### src/rtl/sbfd_pkg.sv
// constants and shared types of the sbus frame decoder
// used by the controller, the datapath and the top level
package sbfd_pkg;

   localparam int BYTE_W       = 8;
   localparam int CHAN_BITS    = 11;
   localparam int NUM_CHANNELS = 16;
   localparam int CHAN_IDX_W   = 4;
   localparam int PAYLOAD_BYTES = 22;
   localparam int PAYLOAD_BITS = PAYLOAD_BYTES * BYTE_W;
   localparam int POS_W        = 5;

   localparam logic [BYTE_W-1:0]     HEADER_BYTE = 8'h0F;
   localparam logic [BYTE_W-1:0]     FOOTER_BYTE = 8'h00;
   localparam logic [POS_W-1:0]      POS_FIRST   = 5'd1;
   localparam logic [POS_W-1:0]      POS_FLAGS   = 5'd23;
   localparam logic [CHAN_IDX_W-1:0] LAST_CHAN   = 4'd15;
   localparam int                    LOST_BIT    = 2;
   localparam int                    FS_BIT      = 3;

   // controller to datapath
   typedef struct packed {
      logic store_payload;
      logic store_flags;
      logic start_emit;
      logic advance;
   } sbfd_cmd_type;

   // datapath to controller
   typedef struct packed {
      logic is_header;
      logic is_footer;
      logic last_chan;
   } sbfd_status_type;

endpackage

### src/rtl/sbfd_datapath.sv
// datapath of the sbus frame decoder: payload shift line, flags byte,
// channel counter and result fields; depends on sbfd_pkg
module sbfd_datapath
   import sbfd_pkg::*;
(
   input  logic                  clock,
   input  logic                  reset,
   input  logic [BYTE_W-1:0]     req_byte_value,
   input  sbfd_cmd_type          cmd,
   output sbfd_status_type       status,
   output logic [CHAN_IDX_W-1:0] rsp_channel_index,
   output logic [CHAN_BITS-1:0]  rsp_channel_value,
   output logic                  rsp_lost_flag,
   output logic                  rsp_failsafe,
   output logic                  rsp_last
);

   logic [PAYLOAD_BITS-1:0] payload_ff, payload_in;
   logic [BYTE_W-1:0]       flags_ff, flags_in;
   logic [CHAN_IDX_W-1:0]   chan_ff, chan_in;

   always_comb begin
      payload_in = payload_ff;
      flags_in   = flags_ff;
      chan_in    = chan_ff;
      // bytes enter at the top so the first payload byte ends at bit 0
      if (cmd.store_payload) begin
         payload_in = {req_byte_value, payload_ff[PAYLOAD_BITS-1:BYTE_W]};
      end
      if (cmd.store_flags) begin
         flags_in = req_byte_value;
      end
      if (cmd.start_emit) begin
         chan_in = '0;
      end
      // drop the channel just delivered, next one moves to bit 0
      if (cmd.advance) begin
         payload_in = {CHAN_BITS'(0), payload_ff[PAYLOAD_BITS-1:CHAN_BITS]};
         chan_in    = chan_ff + CHAN_IDX_W'(1);
      end
   end

   always_ff @(posedge clock) begin
      payload_ff <= payload_in;
      flags_ff   <= flags_in;
      if (reset) begin
         chan_ff <= '0;
      end else begin
         chan_ff <= chan_in;
      end
   end

   assign status.is_header = (req_byte_value == HEADER_BYTE);
   assign status.is_footer = (req_byte_value == FOOTER_BYTE);
   assign status.last_chan = (chan_ff == LAST_CHAN);

   assign rsp_channel_index = chan_ff;
   assign rsp_channel_value = payload_ff[CHAN_BITS-1:0];
   assign rsp_lost_flag     = flags_ff[LOST_BIT];
   assign rsp_failsafe      = flags_ff[FS_BIT];
   assign rsp_last          = status.last_chan;

endmodule

### src/rtl/sbfd_ctrl.sv
// frame controller of the sbus frame decoder: header hunt, byte position,
// footer check and result sequencing; depends on sbfd_pkg
module sbfd_ctrl
   import sbfd_pkg::*;
(
   input  logic            clock,
   input  logic            reset,
   input  logic            req_valid,
   output logic            req_stall,
   output logic            rsp_valid,
   input  logic            rsp_stall,
   input  sbfd_status_type status,
   output sbfd_cmd_type    cmd
);

   typedef enum logic [1:0] {
      ST_HUNT,
      ST_BODY,
      ST_FOOTER,
      ST_EMIT
   } state_type;

   state_type        state_ff, state_in;
   logic [POS_W-1:0] pos_ff, pos_in;
   logic             req_take;
   logic             rsp_take;

   assign req_stall = (state_ff == ST_EMIT);
   assign rsp_valid = (state_ff == ST_EMIT);
   assign req_take  = req_valid && !req_stall;
   assign rsp_take  = rsp_valid && !rsp_stall;

   always_comb begin
      state_in = state_ff;
      pos_in   = pos_ff;
      cmd      = '0;
      case (state_ff)
         ST_HUNT: begin
            if (req_take && status.is_header) begin
               state_in = ST_BODY;
               pos_in   = POS_FIRST;
            end
         end
         ST_BODY: begin
            if (req_take) begin
               if (pos_ff == POS_FLAGS) begin
                  cmd.store_flags = 1'b1;
                  state_in        = ST_FOOTER;
               end else begin
                  cmd.store_payload = 1'b1;
                  pos_in            = pos_ff + POS_W'(1);
               end
            end
         end
         ST_FOOTER: begin
            // footer byte is consumed either way, bad footer drops the frame
            if (req_take) begin
               if (status.is_footer) begin
                  cmd.start_emit = 1'b1;
                  state_in       = ST_EMIT;
               end else begin
                  state_in = ST_HUNT;
               end
            end
         end
         ST_EMIT: begin
            if (rsp_take) begin
               cmd.advance = 1'b1;
               if (status.last_chan) begin
                  state_in = ST_HUNT;
               end
            end
         end
         default: begin
            state_in = ST_HUNT;
         end
      endcase
   end

   always_ff @(posedge clock) begin
      if (reset) begin
         state_ff <= ST_HUNT;
         pos_ff   <= '0;
      end else begin
         state_ff <= state_in;
         pos_ff   <= pos_in;
      end
   end

endmodule

### src/rtl/sbus_frame_decoder.sv
// Top level of the sbus frame decoder: controller plus datapath.
// Depends on sbfd_pkg, sbfd_ctrl and sbfd_datapath.
//
// Input channel (req_): one received byte per word, in serial order.
// Bytes are taken one per cycle while a frame is being collected. Before a
// header byte 0x0F the block ignores bytes; after it, 22 payload bytes and
// the flags byte are stored, and the next byte is checked as footer 0x00.
// A bad footer drops the frame with no output.
// Result channel (rsp_): on a good footer the block delivers 16 words, one
// per channel in channel order, rsp_last set on channel 15. The first word
// is valid the cycle after the footer is taken; then one word per cycle
// while rsp_stall is low. The 16-word burst ends when the channel counter
// reaches 15, and the payload line shifts by one channel per delivered
// word. While the burst is pending req_stall is high; a stalled result
// word holds its value until taken.
// Reset (synchronous, active high) returns the block to header hunting and
// drops any partial frame or pending burst.
module sbus_frame_decoder
   import sbfd_pkg::*;
(
   input  logic                  clock,
   input  logic                  reset,
   input  logic                  req_valid,
   output logic                  req_stall,
   input  logic [BYTE_W-1:0]     req_byte_value,
   output logic                  rsp_valid,
   input  logic                  rsp_stall,
   output logic [CHAN_IDX_W-1:0] rsp_channel_index,
   output logic [CHAN_BITS-1:0]  rsp_channel_value,
   output logic                  rsp_lost_flag,
   output logic                  rsp_failsafe,
   output logic                  rsp_last
);

   sbfd_cmd_type    cmd;
   sbfd_status_type status;

   sbfd_ctrl u_ctrl (
      .clock     (clock),
      .reset     (reset),
      .req_valid (req_valid),
      .req_stall (req_stall),
      .rsp_valid (rsp_valid),
      .rsp_stall (rsp_stall),
      .status    (status),
      .cmd       (cmd)
   );

   sbfd_datapath u_datapath (
      .clock             (clock),
      .reset             (reset),
      .req_byte_value    (req_byte_value),
      .cmd               (cmd),
      .status            (status),
      .rsp_channel_index (rsp_channel_index),
      .rsp_channel_value (rsp_channel_value),
      .rsp_lost_flag     (rsp_lost_flag),
      .rsp_failsafe      (rsp_failsafe),
      .rsp_last          (rsp_last)
   );

endmodule

### config.mk
export PLATFORM = sky130hd
export DESIGN_NAME = sbus_frame_decoder
export DESIGN_NICKNAME = d
export VERILOG_FILES = /design/src/rtl/sbfd_pkg.sv /design/src/rtl/sbfd_datapath.sv /design/src/rtl/sbfd_ctrl.sv /design/src/rtl/sbus_frame_decoder.sv
export SDC_FILE = /design/constraint.sdc
export NUM_CORES = 1
export LEC_CHECK = 0
export BUFFER_PORTS_ARGS = -buffer_cell sky130_fd_sc_hd__buf_2
export CAP_MARGIN = 20
export CORE_UTILIZATION = 55
export CTS_BUF_LIST = sky130_fd_sc_hd__clkbuf_8
export DETAILED_ROUTE_END_ITERATION = 6
export PLACE_DENSITY = 0.72
export SLEW_MARGIN = 20
export SYNTH_ARGS = -nofsm -noshare
export SYNTH_HDL_FRONTEND = slang
export SYNTH_HIERARCHICAL = 1
export SYNTH_SLANG_ARGS = --single-unit
export TNS_END_PERCENT = 10
### constraint.sdc
create_clock -name clock -period 5.3 [get_ports clock]
set_input_delay 0.795 -clock clock [delete_from_list [all_inputs] [get_ports clock]]
set_output_delay 0.795 -clock clock [all_outputs]
set_load 0.01 [all_outputs]
## After elaboration in Yosys (flattened, before gate mapping)

Cells that the tools add are included.

| storage, ports and cells | value |
|---|---|
| flip-flop bits (word level) | 191 |
| input port bits | 12 |
| output and inout bits | 20 |
| word-level logic and storage cells | 58 |

| operators by class | value |
|---|---|
| add/subtract/negate cells | 2 |
| equality and inequality tests | 13 |
| muxes and demuxes | 25 |
| reduce and logical (&&, ||, !) cells | 12 |

Operator list:

| cell | number |
|---|---|
| 165-bit two-way mux | 2 |
| 2-bit two-way mux | 9 |
| 5-bit two-way mux | 3 |
| 5-bit one-hot mux with 2 select lines | 1 |
| 8-bit by 4-bit == test with 1-bit output, second input constant | 1 |
| 8-bit logical NOT | 1 |
| 4-bit two-way mux | 2 |
| 2-bit by 1-bit inequality test with 1-bit output, second input constant | 4 |
| 2-bit one-hot mux with 4 select lines | 1 |
| 1-bit two-way mux | 7 |
| 2-bit inequality test, second input constant | 3 |
| 6-bit AND reduction | 1 |
| 2-bit nonzero test | 3 |
| 5-bit by 1-bit adder with 5-bit output, second input constant | 1 |
| 5-bit == test, second input constant | 1 |
| 4-bit by 1-bit adder with 4-bit output, second input constant | 1 |
| 2-bit == test, second input constant | 2 |
| 4-bit == test, second input constant | 1 |
| 4-bit AND reduction | 1 |
| 1-bit logical AND | 3 |
| 2-bit by 1-bit == test with 1-bit output, second input constant | 1 |
| 1-bit logical NOT | 2 |
| 2-bit logical NOT | 1 |

## Depth between registers and ports, before layout

Gate-level depths: netlist of the first run.

| depth | value |
|---|---|
| word-level depth | 7 |
| depth in mapped cells | 9 |

## Hierarchy

The synthesis of the first run kept the hierarchy.

Modules (own cells, without submodules):

| module | times used | cells an instance | area an instance (um^2) | sequential area each (um^2) |
|---|---|---|---|---|
| sbfd_datapath | 1 | 426 | 8145.3 | 5315.1 |
| sbfd_ctrl | 1 | 58 | 470.5 | 140.1 |

## Least setup slack after synthesis of the first run

OpenSTA, ideal clock, no wires.

| timing | value |
|---|---|
| path kind | reg2reg |
| from | register u_ctrl.state_ff[0] |
| to | register u_datapath.payload_ff[0], enable pin |
| library setup time | 456 ps |
| arrival | 3464 ps |
| slack | 1381 ps |
| stages on the path, launching flop included | 8 |
| buffers on the path | 4 |
| cell sequence | dfxtp_1 -> clkbuf_1 -> and2_1 -> nor2b_1 -> buf_6 -> buf_6 -> buf_6 -> or2_2 |

RTL lines:

| element | line | source |
|---|---|---|
| from (decl) | sbfd_ctrl.sv:23 | `state_type state_ff, state_in;` |
| from (signal assigned) | sbfd_ctrl.sv:85 | `state_ff <= state_in;` |
| to (signal assigned) | sbfd_datapath.sv:44 | `payload_ff <= payload_in;` |
| to (decl) | sbfd_datapath.sv:18 | `logic [PAYLOAD_BITS-1:0] payload_ff, payload_in;` |

==> impl_metrics.py, run 1 <==
metrics = {
    "run_status": {
        "status": "finished clean",
    },
    "place": {
        "dpl.hpwl_um": 7411,
        "dp_worst_setup_slack_ps": 2152,
        "place_inst": 694,
        "dpl_cell_area_sq_mm": 0.008792,
        "io_buffers": 31,
        "place_congestion": 0.6949,
    },
    "synthesis": {
        "synth_top_area_share_pct": 58.21,
        "netlist_instances": 484,
        "synthDistinctLibCells": 42,
        "yosysTopAreaCell": "edfxtp_1",
        "synth_common_cells": "167 x edfxtp_1, 100 x mux2_4, 65 x mux2_2",
        "syn-mean-instance-area_sq_um": 17.80,
        "synth.most_common_cell": "edfxtp_1",
        "netlist_area_sq_mm": 0.008616,
        "synth_warnings": 6,
        "synth_top_cells_by_area": "edfxtp_1 58%, mux2_4 17%, mux2_2 8.5%",
        "ys_seq_area_share_pct": 63.32,
        "synth_nets": 498,
        "synth-edff-count": 167,
        "synthArstFlopShare_pct": 0,
        "ys.flop_type": "edfxtp_1",
        "synth_seq_cells": 189,
    },
    "clock_tree": {
        "cts_tree": "done",
        "clock_latency_ps": 450,
        "numCtsBuffers": 17,
        "postCtsHoldBufs": 0,
        "cts-root-buf": "clkbuf_8",
        "clock-sinks": 189,
        "cts_setup_buffers": 0,
        "clk_pin_slew_worst_paths_ps": 90,
        "htreeDepth": 4,
        "cts_resized": 0,
        "clock_path_buffers": 2,
    },
    "worst_setup_path": {
        "critPathCaptureType": "register",
        "cp_max_fo": 74,
        "cp_data_required_time_ps": 5420,
        "path_class": "reg2reg",
        "cp-start-kind": "register",
        "worstPathArrival_ps": 3030,
    },
    "sta": {
        "clock_skew_ps": 15.63,
        "finalCritPeriodShare_pct": 54.78,
        "hold_slack_ps": 528.8,
        "fmax_mhz": 344.4,
        "tightest_slew_ps": 1047,
        "hold_viol": 0,
        "finalMaxSlewViolations": 0,
        "slew_headroom_pct": 30.19,
        "setup_slack_ps": 2397,
        "finalCriticalPeriod_ps": 2903,
        "tns_ps": 0,
        "setup_violations": 0,
        "rsz0062_at_grt": "no",
    },
    "pwr": {
        "power_mw": 2.627,
        "vdd_ir_drop_max_mv": 0.2301,
        "swShare_pct": 19.40,
        "switchingPower_mw": 0.5098,
        "pwr-share-comb_pct": 0.6,
        "p_int_mw": 2.118,
        "power_density_mw_per_mm2": 285.0,
        "clkPwrFrac_pct": 38.5,
        "p_seq_share_pct": 60.9,
        "p_leak_nw": 3.189,
    },
    "drt": {
        "vias": 3922,
        "drt-initial-drc-count": 310,
        "antenna_left": 0,
        "dr.pass1.iters": 4,
        "viasPerCell": 5.402,
        "wl_um": 12300,
        "drc_errors": 0,
        "wl_per_cell_um": 16.94,
    },
    "hold_path": {
        "hold_class": "reg2reg",
    },
    "floorplan": {
        "die_h_um": 127.2,
        "die_w_um": 127.2,
        "start_util_pct": 56.47,
        "coreArea_sq_mm": 0.01526,
        "dieArea_sq_mm": 0.01617,
        "num_rows": 45,
        "io_pins": 32,
    },
    "finish": {
        "fin_cells": 726,
        "utilization_pct": 60.42,
        "fin_nets": 516,
        "antenna_cells": 0,
        "fin_area_sq_mm": 0.009219,
        "drive_above_1_share_pct": 45.83,
        "nFillCells": 1111,
        "area_delta_synth_final_pct": 7.000,
    },
    "grt": {
        "grt-ovfl-total": 0,
        "grt_pass1_wl_um": 20020,
        "grtUsageTotal_pct": 16.13,
        "grt_start_max_net_pins": 118,
        "antenna_found_initial": 0,
        "grt_pass1_vias": 4016,
    },
    "flow_run": {
        "cap_violations": 0,
    },
}
==> state kept, by name, indices dropped and copies added (netlist names) <==
| signal | count |
|---|---|
| u_datapath/payload_ff | 176 |
| u_datapath/flags_ff | 2 |
| u_ctrl/pos_ff | 5 |
| u_ctrl/state_ff | 2 |
| u_datapath/rsp_channel_index | 4 |
==> cells by family after synthesis <==
logic type | share of synthesized area, %
fa+ha+maj | 0.2904
flops | 63.32
mux | 27.32
simple gates | 3.514
compound gates | 1.684
buf+inv | 3.877
==> layout by cell type (no fill, tap or decap), types with 4 or more instances in the layout <==
cell type  Yosys  layout
a21oi_1        5       5
clkbuf_8       0      17
o21ai_0        5       5
inv_1          4       5
bufinv_16      0       4
mux2i_1       12      12
nand3_1        5       5
nor2_1        20      20
edfxtp_1     167     167
buf_2          6      31
mux2_4       100     100
nand4_1        4       4
dfxtp_1       22      22
mux2_2        65      65
==> worst paths after layout <==
path                                      startpoint                                       to  slack, ps  cells after the start
max                    u_ctrl/pos_ff[0]$_SDFFE_PP0P_     u_datapath/payload_ff[122]$_DFFE_PP_       2400                      6
max reg2reg            u_ctrl/pos_ff[0]$_SDFFE_PP0P_     u_datapath/payload_ff[122]$_DFFE_PP_       2400                      6
min reg2reg  u_datapath/payload_ff[166]$_SDFFE_PP0P_  u_datapath/payload_ff[166]$_SDFFE_PP0P_        530                      2
min          u_datapath/payload_ff[166]$_SDFFE_PP0P_  u_datapath/payload_ff[166]$_SDFFE_PP0P_        530                      2
==> worst max-delay path, cell delays in order (launching register included) <==
cell and delay (ps):
dfxtp_1 350, ha_1 260, and4b_1 250, nor2_1 120, buf_4 240, or2_4 860
buf_4 460
==> power groups by stage <==
stage          clock network [mW]  logic, mW  registers [mW]
2_1_floorplan                   0    0.00719            1.63
3_3_place_gp                    0     0.0148            1.63
4_1_cts                      1.05     0.0155            1.60
5_1_grt                      1.09     0.0172            1.60
3_5_place_dp                    0     0.0154            1.63
6_report                     1.01     0.0155            1.60
==> area by class of cell <==
class                           instances  area [sq um]  share of cell area (%)
Clock inverter                         15         192.7                   2.090
Sequential cell                       189          5455                   59.17
Multi-Input combinational cell        253          2836                   30.77
Tap cell                              211         264.0                   2.864
Timing Repair Buffer                   36         217.7                   2.362
Inverter                                5         18.77                  0.2036
Clock buffer                           17         234.0                   2.538
==> metal layers <==
metal,vias to the layer above,share of wire [%],global-route usage [%],wire (um)
li1,1889,-,-,-
met1,1980,47,20.53,5731
met2,45,50,26.60,6138
met3,8,2.5,4.648,311
met4,0,0.98,5.462,121
met5,-,0,0,0
No activity file was read; power rests on OpenSTA's default activity.
==> run 2, diff against run 1 <==
--- a/config.mk
+++ b/config.mk
@@ -5,6 +5,7 @@
 export SDC_FILE = /design/constraint.sdc
 export NUM_CORES = 1
 export LEC_CHECK = 0
+export ABC_AREA = 1
 export BUFFER_PORTS_ARGS = -buffer_cell sky130_fd_sc_hd__buf_2
 export CAP_MARGIN = 20
 export CORE_UTILIZATION = 55
==> constraint.sdc (replaced) <==
create_clock -name clock -period 3 [get_ports clock]
set_input_delay 0.45 -clock clock [delete_from_list [all_inputs] [get_ports clock]]
set_output_delay 0.45 -clock clock [all_outputs]
set_load 0.01 [all_outputs]
==> impl_metrics.py, run 2 <==
metrics = {
    "run_status": {
        "status": "finished clean",
    },
    "synthesis": {
        "synth_compound_area_share_pct": 2.365,
        "synth_warnings": 6,
        "synth_nets": 889,
        "synth_seq_cells": 189,
        "synthSimpleGateAreaFrac_pct": 26.03,
        "synth_common_cells": "504 x nand2_1, 167 x edfxtp_1, 38 x nor2_1",
        "synth_mux_area_share_pct": 0,
        "yosysTopAreaCell": "edfxtp_1",
        "synth-edff-count": 167,
        "netlist_instances": 875,
        "synthAdderAreaFrac_pct": 0.2994,
        "synth_xor_area_share_pct": 0,
        "synthDistinctLibCells": 26,
        "synthArstFlopShare_pct": 0,
        "ys.flop_type": "edfxtp_1",
        "synth.most_common_cell": "nand2_1",
        "ys_seq_area_share_pct": 65.26,
        "synth_top_family_by_area": "simple AND/OR/NAND/NOR gates",
        "syn-mean-instance-area_sq_um": 9.553,
        "netlist_area_sq_mm": 0.008359,
        "synth_top_cells_by_area": "edfxtp_1 60%, nand2_1 23%, dfxtp_1 5.3%",
        "synth_top_area_share_pct": 59.99,
    },
    "sta": {
        "setup_violations": 0,
        "tns_ps": 0,
        "setup_slack_ps": 717.9,
        "finalMaxSlewViolations": 0,
        "hold_viol": 0,
        "clock_skew_ps": 10.56,
        "rsz0062_at_grt": "no",
        "finalCritPeriodShare_pct": 76.07,
        "fmax_mhz": 438.2,
        "slew_headroom_pct": 52.23,
        "tightest_slew_ps": 716.5,
        "finalCriticalPeriod_ps": 2282,
    },
    "finish": {
        "largest_register_ffs": 176,
        "layout_commonest_cell": "nand2_1",
        "drive_above_1_share_pct": 8.969,
        "fin_cells": 1076,
        "area_delta_synth_final_pct": 6.197,
        "fin_nets": 894,
        "top_register": "u_datapath/payload_ff",
        "fin_area_sq_mm": 0.008877,
        "antenna_cells": 0,
        "final_cell_mix": "503 x nand2_1, 167 x edfxtp_1, 37 x nor2_1",
    },
    "grt": {
        "grt_pass1_vias": 4956,
        "grtUsageTotal_pct": 18.08,
        "top_usage_layer": "met2",
        "gr-usage-met1_pct": 24.51,
        "antenna_found_initial": 0,
        "grtUsageMet3_pct": 5.178,
        "grt_pass1_wl_um": 22610,
        "met2_usage_pct": 28.29,
        "grt-ovfl-total": 0,
        "grt_start_max_net_pins": 171,
    },
    "floorplan": {
        "dieArea_sq_mm": 0.01570,
        "die_h_um": 125.3,
        "io_pins": 32,
        "coreArea_sq_mm": 0.01470,
        "die_w_um": 125.3,
        "start_util_pct": 56.87,
        "num_rows": 44,
    },
    "clock_tree": {
        "clock-sinks": 189,
        "postCtsHoldBufs": 0,
        "clock_path_buffers": 2,
        "clock_latency_ps": 460,
        "htreeDepth": 4,
        "cts-root-buf": "clkbuf_8",
        "cts_setup_buffers": 0,
        "cts_resized": 0,
        "cts_tree": "done",
        "numCtsBuffers": 17,
        "clk_pin_slew_worst_paths_ps": 90,
    },
    "drt": {
        "antenna_left": 0,
        "wl_um": 13250,
        "dr.pass1.iters": 7,
        "vias": 5410,
        "drt-initial-drc-count": 435,
        "wl_per_cell_um": 12.31,
        "viasPerCell": 5.028,
        "drc_errors": 0,
    },
    "place": {
        "io_buffers": 31,
        "dp_worst_setup_slack_ps": 605.8,
        "dpl_cell_area_sq_mm": 0.008511,
        "dpl.hpwl_um": 7797,
        "place_inst": 1045,
        "place_congestion": 0.8040,
    },
    "worst_setup_path": {
        "r2r_slack_ps": 720,
        "critPathCaptureType": "register",
        "cp_data_required_time_ps": 3210,
        "cp-start-kind": "register",
        "rr_endpoint": "u_datapath/payload_ff[106]$_DFFE_PP_",
        "rr_worst_depth": 9,
        "path_class": "reg2reg",
        "worstPathArrival_ps": 2490,
        "r2r_start": "u_ctrl/pos_ff[0]$_SDFFE_PP0P_",
        "cp_max_fo": 38,
    },
    "pwr": {
        "p_int_mw": 3.730,
        "swShare_pct": 21.69,
        "switchingPower_mw": 1.033,
        "vdd_ir_drop_max_mv": 0.3060,
        "pwr-share-comb_pct": 4.2,
        "power_mw": 4.763,
        "p_seq_share_pct": 62.6,
        "power_density_mw_per_mm2": 536.5,
        "p_leak_nw": 3.732,
        "clkPwrFrac_pct": 33.2,
    },
    "hold_path": {
        "hold_path_depth": 2,
        "hold_class": "in2reg",
        "holdPathEnd": "u_datapath/rsp_channel_index[1]$_SDFFE_PP0P_",
        "hp-start": "reset",
    },
    "flow_run": {
        "cap_violations": 0,
    },
}
run 2: changes by cell type after synthesis, moves of 3 or more:
cell and delta:
nand2_1 +501, mux2_4 -100, mux2_2 -65, o21ai_0 +23, inv_1 +21, nor2_1 +18, buf_2 +17, mux2i_1 -12
nand3_1 +5, buf_4 +3, nand4_1 -3, o311ai_1 -3
run 2: per-layer routing:
metal	part of all wire (%)	vias up	wire (um)
li1	-	2798	-
met1	48	2516	6311
met2	47	82	6270
met3	3.9	14	515
met4	1.1	0	148
met5	0	-	0
run 2: worst max path at each step:
stage / start / end / slack [ps] / cells after the start
floorplan: req_byte_value[5] / u_datapath/payload_ff[0]$_DFFE_PP_ / 10 / 8
global placement: req_byte_value[5] / u_datapath/payload_ff[89]$_DFFE_PP_ / 610 / 9
detailed placement: req_byte_value[2] / u_datapath/payload_ff[100]$_DFFE_PP_ / 610 / 8
CTS: u_ctrl/pos_ff[0]$_SDFFE_PP0P_ / u_datapath/payload_ff[106]$_DFFE_PP_ / 690 / 9
global route: u_ctrl/pos_ff[0]$_SDFFE_PP0P_ / u_datapath/payload_ff[106]$_DFFE_PP_ / 470 / 9
finish: u_ctrl/pos_ff[0]$_SDFFE_PP0P_ / u_datapath/payload_ff[106]$_DFFE_PP_ / 720 / 9
run 2: worst max-delay path, stage by stage, from the launching register on:
cell     delay (ps)
dfxtp_1         360
ha_1            180
nand2_1          90
inv_1            90
nand2_1         110
nand2_4          90
nor2_1           50
inv_1           400
nand2_8         320
buf_12          300
run 2: kinds of logic (layout without fill, tap and decap cells):
family	count (synthesis)	in the layout
buffers and inverters	82	99
AND/OR/NAND/NOR	564	564
flip-flops	189	189
AO/OA/AOI/OAI	38	38
adder cells (fa/ha/maj)	2	2
run 2: final cells by class:
cell class	count	area [sq um]
inverters	29	112.6
well taps	184	230.2
repair buffers	39	290.3
clock buffers	17	234.0
fillers	1218	5822
flip-flops and latches	189	5455
clock inverters	14	132.6
multi-input cells	604	2422
run 2: power groups by stage:
stage / combinational (mW) / clock [mW] / sequential (mW)
5_1_grt: 0.237 / 1.72 / 2.99
6_report: 0.202 / 1.58 / 2.98
4_1_cts: 0.205 / 1.62 / 2.98
2_1_floorplan: 0.167 / 0 / 3.03
3_5_place_dp: 0.204 / 0 / 3.04
3_3_place_gp: 0.198 / 0 / 3.04
run 2: through the flow:
stage	util [%]	hold slack [ps]
final	60.39	176.6
after CTS	60.39	150.5
after global placement	57.90	475.0
after floorplan	-	443.1
after detailed placement	57.90	476.9
after global routing	60.39	161.5
==> run 3, diff against run 2 <==
--- a/config.mk
+++ b/config.mk
@@ -11,7 +11,7 @@
 export CORE_UTILIZATION = 55
 export CTS_BUF_LIST = sky130_fd_sc_hd__clkbuf_8
 export DETAILED_ROUTE_END_ITERATION = 6
-export PLACE_DENSITY = 0.72
+export PLACE_DENSITY = 0.75
 export SLEW_MARGIN = 20
 export SYNTH_ARGS = -nofsm -noshare
 export SYNTH_HDL_FRONTEND = slang
==> constraint.sdc (replaced) <==
create_clock -name clock -period 2 [get_ports clock]
set_input_delay 0.3 -clock clock [delete_from_list [all_inputs] [get_ports clock]]
set_output_delay 0.3 -clock clock [all_outputs]
set_load 0.01 [all_outputs]
==> impl_metrics.py, run 3 (synthesized netlist as in run 2, its figures left out) <==
metrics = {
    "finish": {
        "fin_cells": 1086,
        "utilization_pct": 61.28,
        "top_register": "u_datapath/payload_ff",
        "area_delta_synth_final_pct": 7.753,
        "largest_register_ffs": 176,
        "nFillCells": 1195,
        "antenna_cells": 0,
        "final_cell_mix": "501 x nand2_1, 167 x edfxtp_1, 36 x nor2_1",
        "drive_above_1_share_pct": 11.20,
        "layout_commonest_cell": "nand2_1",
        "fin_nets": 903,
    },
    "place": {
        "io_buffers": 31,
        "dpl.hpwl_um": 8091,
        "place_inst": 1052,
        "place_congestion": 0.7644,
        "dp_worst_setup_slack_ps": 108.5,
    },
    "sta": {
        "tns_ps": 0,
        "tightest_slew_ps": 621.6,
        "clock_skew_ps": 13.63,
        "finalCriticalPeriod_ps": 1780,
        "slew_headroom_pct": 58.56,
        "setup_violations": 0,
        "rsz0062_at_grt": "no",
        "fmax_mhz": 561.9,
        "finalMaxSlewViolations": 0,
        "setup_slack_ps": 220.2,
        "finalCritPeriodShare_pct": 88.99,
        "hold_viol": 0,
    },
    "worst_setup_path": {
        "rr_endpoint": "u_datapath/payload_ff[140]$_DFFE_PP_",
        "r2r_start": "u_ctrl/state_ff[1]$_SDFFE_PP0P_",
        "crit_path_max_incr_delay_ps": 470,
        "startpoint": "u_ctrl/state_ff[1]$_SDFFE_PP0P_",
        "critPathTopFamily": "simple AND/OR/NAND/NOR gates",
        "r2r_slack_ps": 220,
        "path_common_cell": "nand2_1",
        "worstPathArrival_ps": 2000,
        "path_cells": "nand2_1 > nor2_4 > inv_4 > buf_12 > nand2_1 > nand2_1",
        "slowest_stage": "dfxtp_1",
        "path_class": "reg2reg",
        "cp_data_required_time_ps": 2220,
        "crit_path_end": "u_datapath/payload_ff[140]$_DFFE_PP_",
        "rr_worst_depth": 6,
        "cp_max_fo": 146,
        "path_buf_inv": 2,
        "critPathCaptureType": "register",
        "cp-start-kind": "register",
        "worst-path-stages": 6,
    },
    "drt": {
        "dr.pass1.iters": 7,
        "wl_per_cell_um": 12.66,
        "vias": 5584,
        "antenna_left": 0,
        "viasPerCell": 5.142,
        "drt-initial-drc-count": 573,
        "wl_um": 13750,
        "drc_errors": 1,
    },
    "run_status": {
        "violations": "DRC",
        "status": "finished, violations left",
    },
    "flow_run": {
        "cap_violations": 0,
    },
    "pwr": {
        "p_int_mw": 5.527,
        "pwr-share-comb_pct": 4.4,
        "power_density_mw_per_mm2": 797.2,
        "power_mw": 7.180,
        "clkPwrFrac_pct": 33.3,
        "switchingPower_mw": 1.653,
        "swShare_pct": 23.02,
        "p_seq_share_pct": 62.4,
        "p_leak_nw": 3.808,
        "vdd_ir_drop_max_mv": 0.4935,
    },
    "floorplan": {
        "die_h_um": 125.3,
        "num_rows": 44,
        "coreArea_sq_mm": 0.01470,
        "die_w_um": 125.3,
        "start_util_pct": 56.87,
        "io_pins": 32,
        "dieArea_sq_mm": 0.01570,
    },
    "grt": {
        "grt_pass1_vias": 4998,
        "grt_start_max_net_pins": 147,
        "grtUsageTotal_pct": 18.00,
        "grt_pass1_wl_um": 22390,
        "antenna_found_initial": 0,
        "grt-ovfl-total": 0,
    },
    "clock_tree": {
        "htreeDepth": 4,
        "clock_latency_ps": 470,
        "clock-sinks": 189,
        "numCtsBuffers": 17,
        "clock_path_buffers": 2,
        "cts_tree": "done",
        "clk_pin_slew_worst_paths_ps": 90,
        "cts-root-buf": "clkbuf_8",
    },
    "hold_path": {
        "hold_class": "in2reg",
        "hold_path_depth": 1,
    },
}
## run 3: changes by cell type in the layout (fill, tap and decap cells not counted), moves of 2 or more
cell / before / now
buf_4: 2 / 8
clkinv_2: 2 / 4
clkinvlp_4: 3 / 1
dfxtp_1: 22 / 19
dfxtp_2: 0 / 3
inv_1: 29 / 25
inv_2: 2 / 4
inv_6: 1 / 4
inv_8: 0 / 3
nand2_1: 503 / 501
## run 3: how the worst min path moves through the flow
stage,from,endpoint,slack (ps)
2_1_floorplan,reset,u_ctrl/pos_ff[1]$_SDFFE_PP0P_,360
3_3_place_gp,u_datapath/payload_ff[167]$_SDFFE_PP0P_,u_datapath/payload_ff[167]$_SDFFE_PP0P_,460
3_5_place_dp,u_datapath/payload_ff[167]$_SDFFE_PP0P_,u_datapath/payload_ff[167]$_SDFFE_PP0P_,470
4_1_cts,req_byte_value[3],u_datapath/flags_ff[3]$_DFFE_PP_,30
5_1_grt,req_byte_value[2],u_datapath/flags_ff[2]$_DFFE_PP_,30
6_report,req_byte_value[3],u_datapath/flags_ff[3]$_DFFE_PP_,60
## run 3: worst reg2reg max path, stage by stage, from the launching register on
cell and delay [ps]:
dfxtp_1 470, nand2_1 160, nor2_4 220, inv_4 90, buf_12 260, nand2_1 280, nand2_1 60
## run 3: repair_timing
action,CTS,global route
hold endpoints to repair,1,0
setup endpoints to repair,0,61
hold buffers,1,0
resized for setup,0,3
buffers inserted,0,0
## run 3: layer usage
layer,vias to the layer above,track usage (%),wire length [um]
met3,22,4.365,426
met4,0,7.604,227
li1,2832,-,-
met5,-,0,0
met1,2635,22.24,6300
met2,95,30.36,6791
## run 3: layout make-up
type	instances	area, sq um	area share, %
Clock buffer	17	234.0	2.598
Clock inverter	15	137.6	1.528
Inverter	29	112.6	1.250
Multi-Input combinational cell	604	2452	27.23
Sequential cell	189	5459	60.61
Timing Repair Buffer	48	381.6	4.237
Tap cell	184	230.2	2.556
## run 3: through the flow
step	cell area (sq um)	hold WS, ps
6_report	9007	56.01
5_1_grt	9007	33.29
4_1_cts	8990	26.04
3_5_place_dp	8608	467.5
3_3_place_gp	8608	460.6
2_1_floorplan	8414	364.1
## run 3: power groups by stage
stage | Combinational, mW | Sequential (mW) | Clock, mW
after detailed placement | 0.312 | 4.57 | 0
after global placement | 0.299 | 4.56 | 0
after CTS | 0.314 | 4.48 | 2.45
after global routing | 0.363 | 4.50 | 2.59
final | 0.314 | 4.48 | 2.39
after floorplan | 0.254 | 4.54 | 0
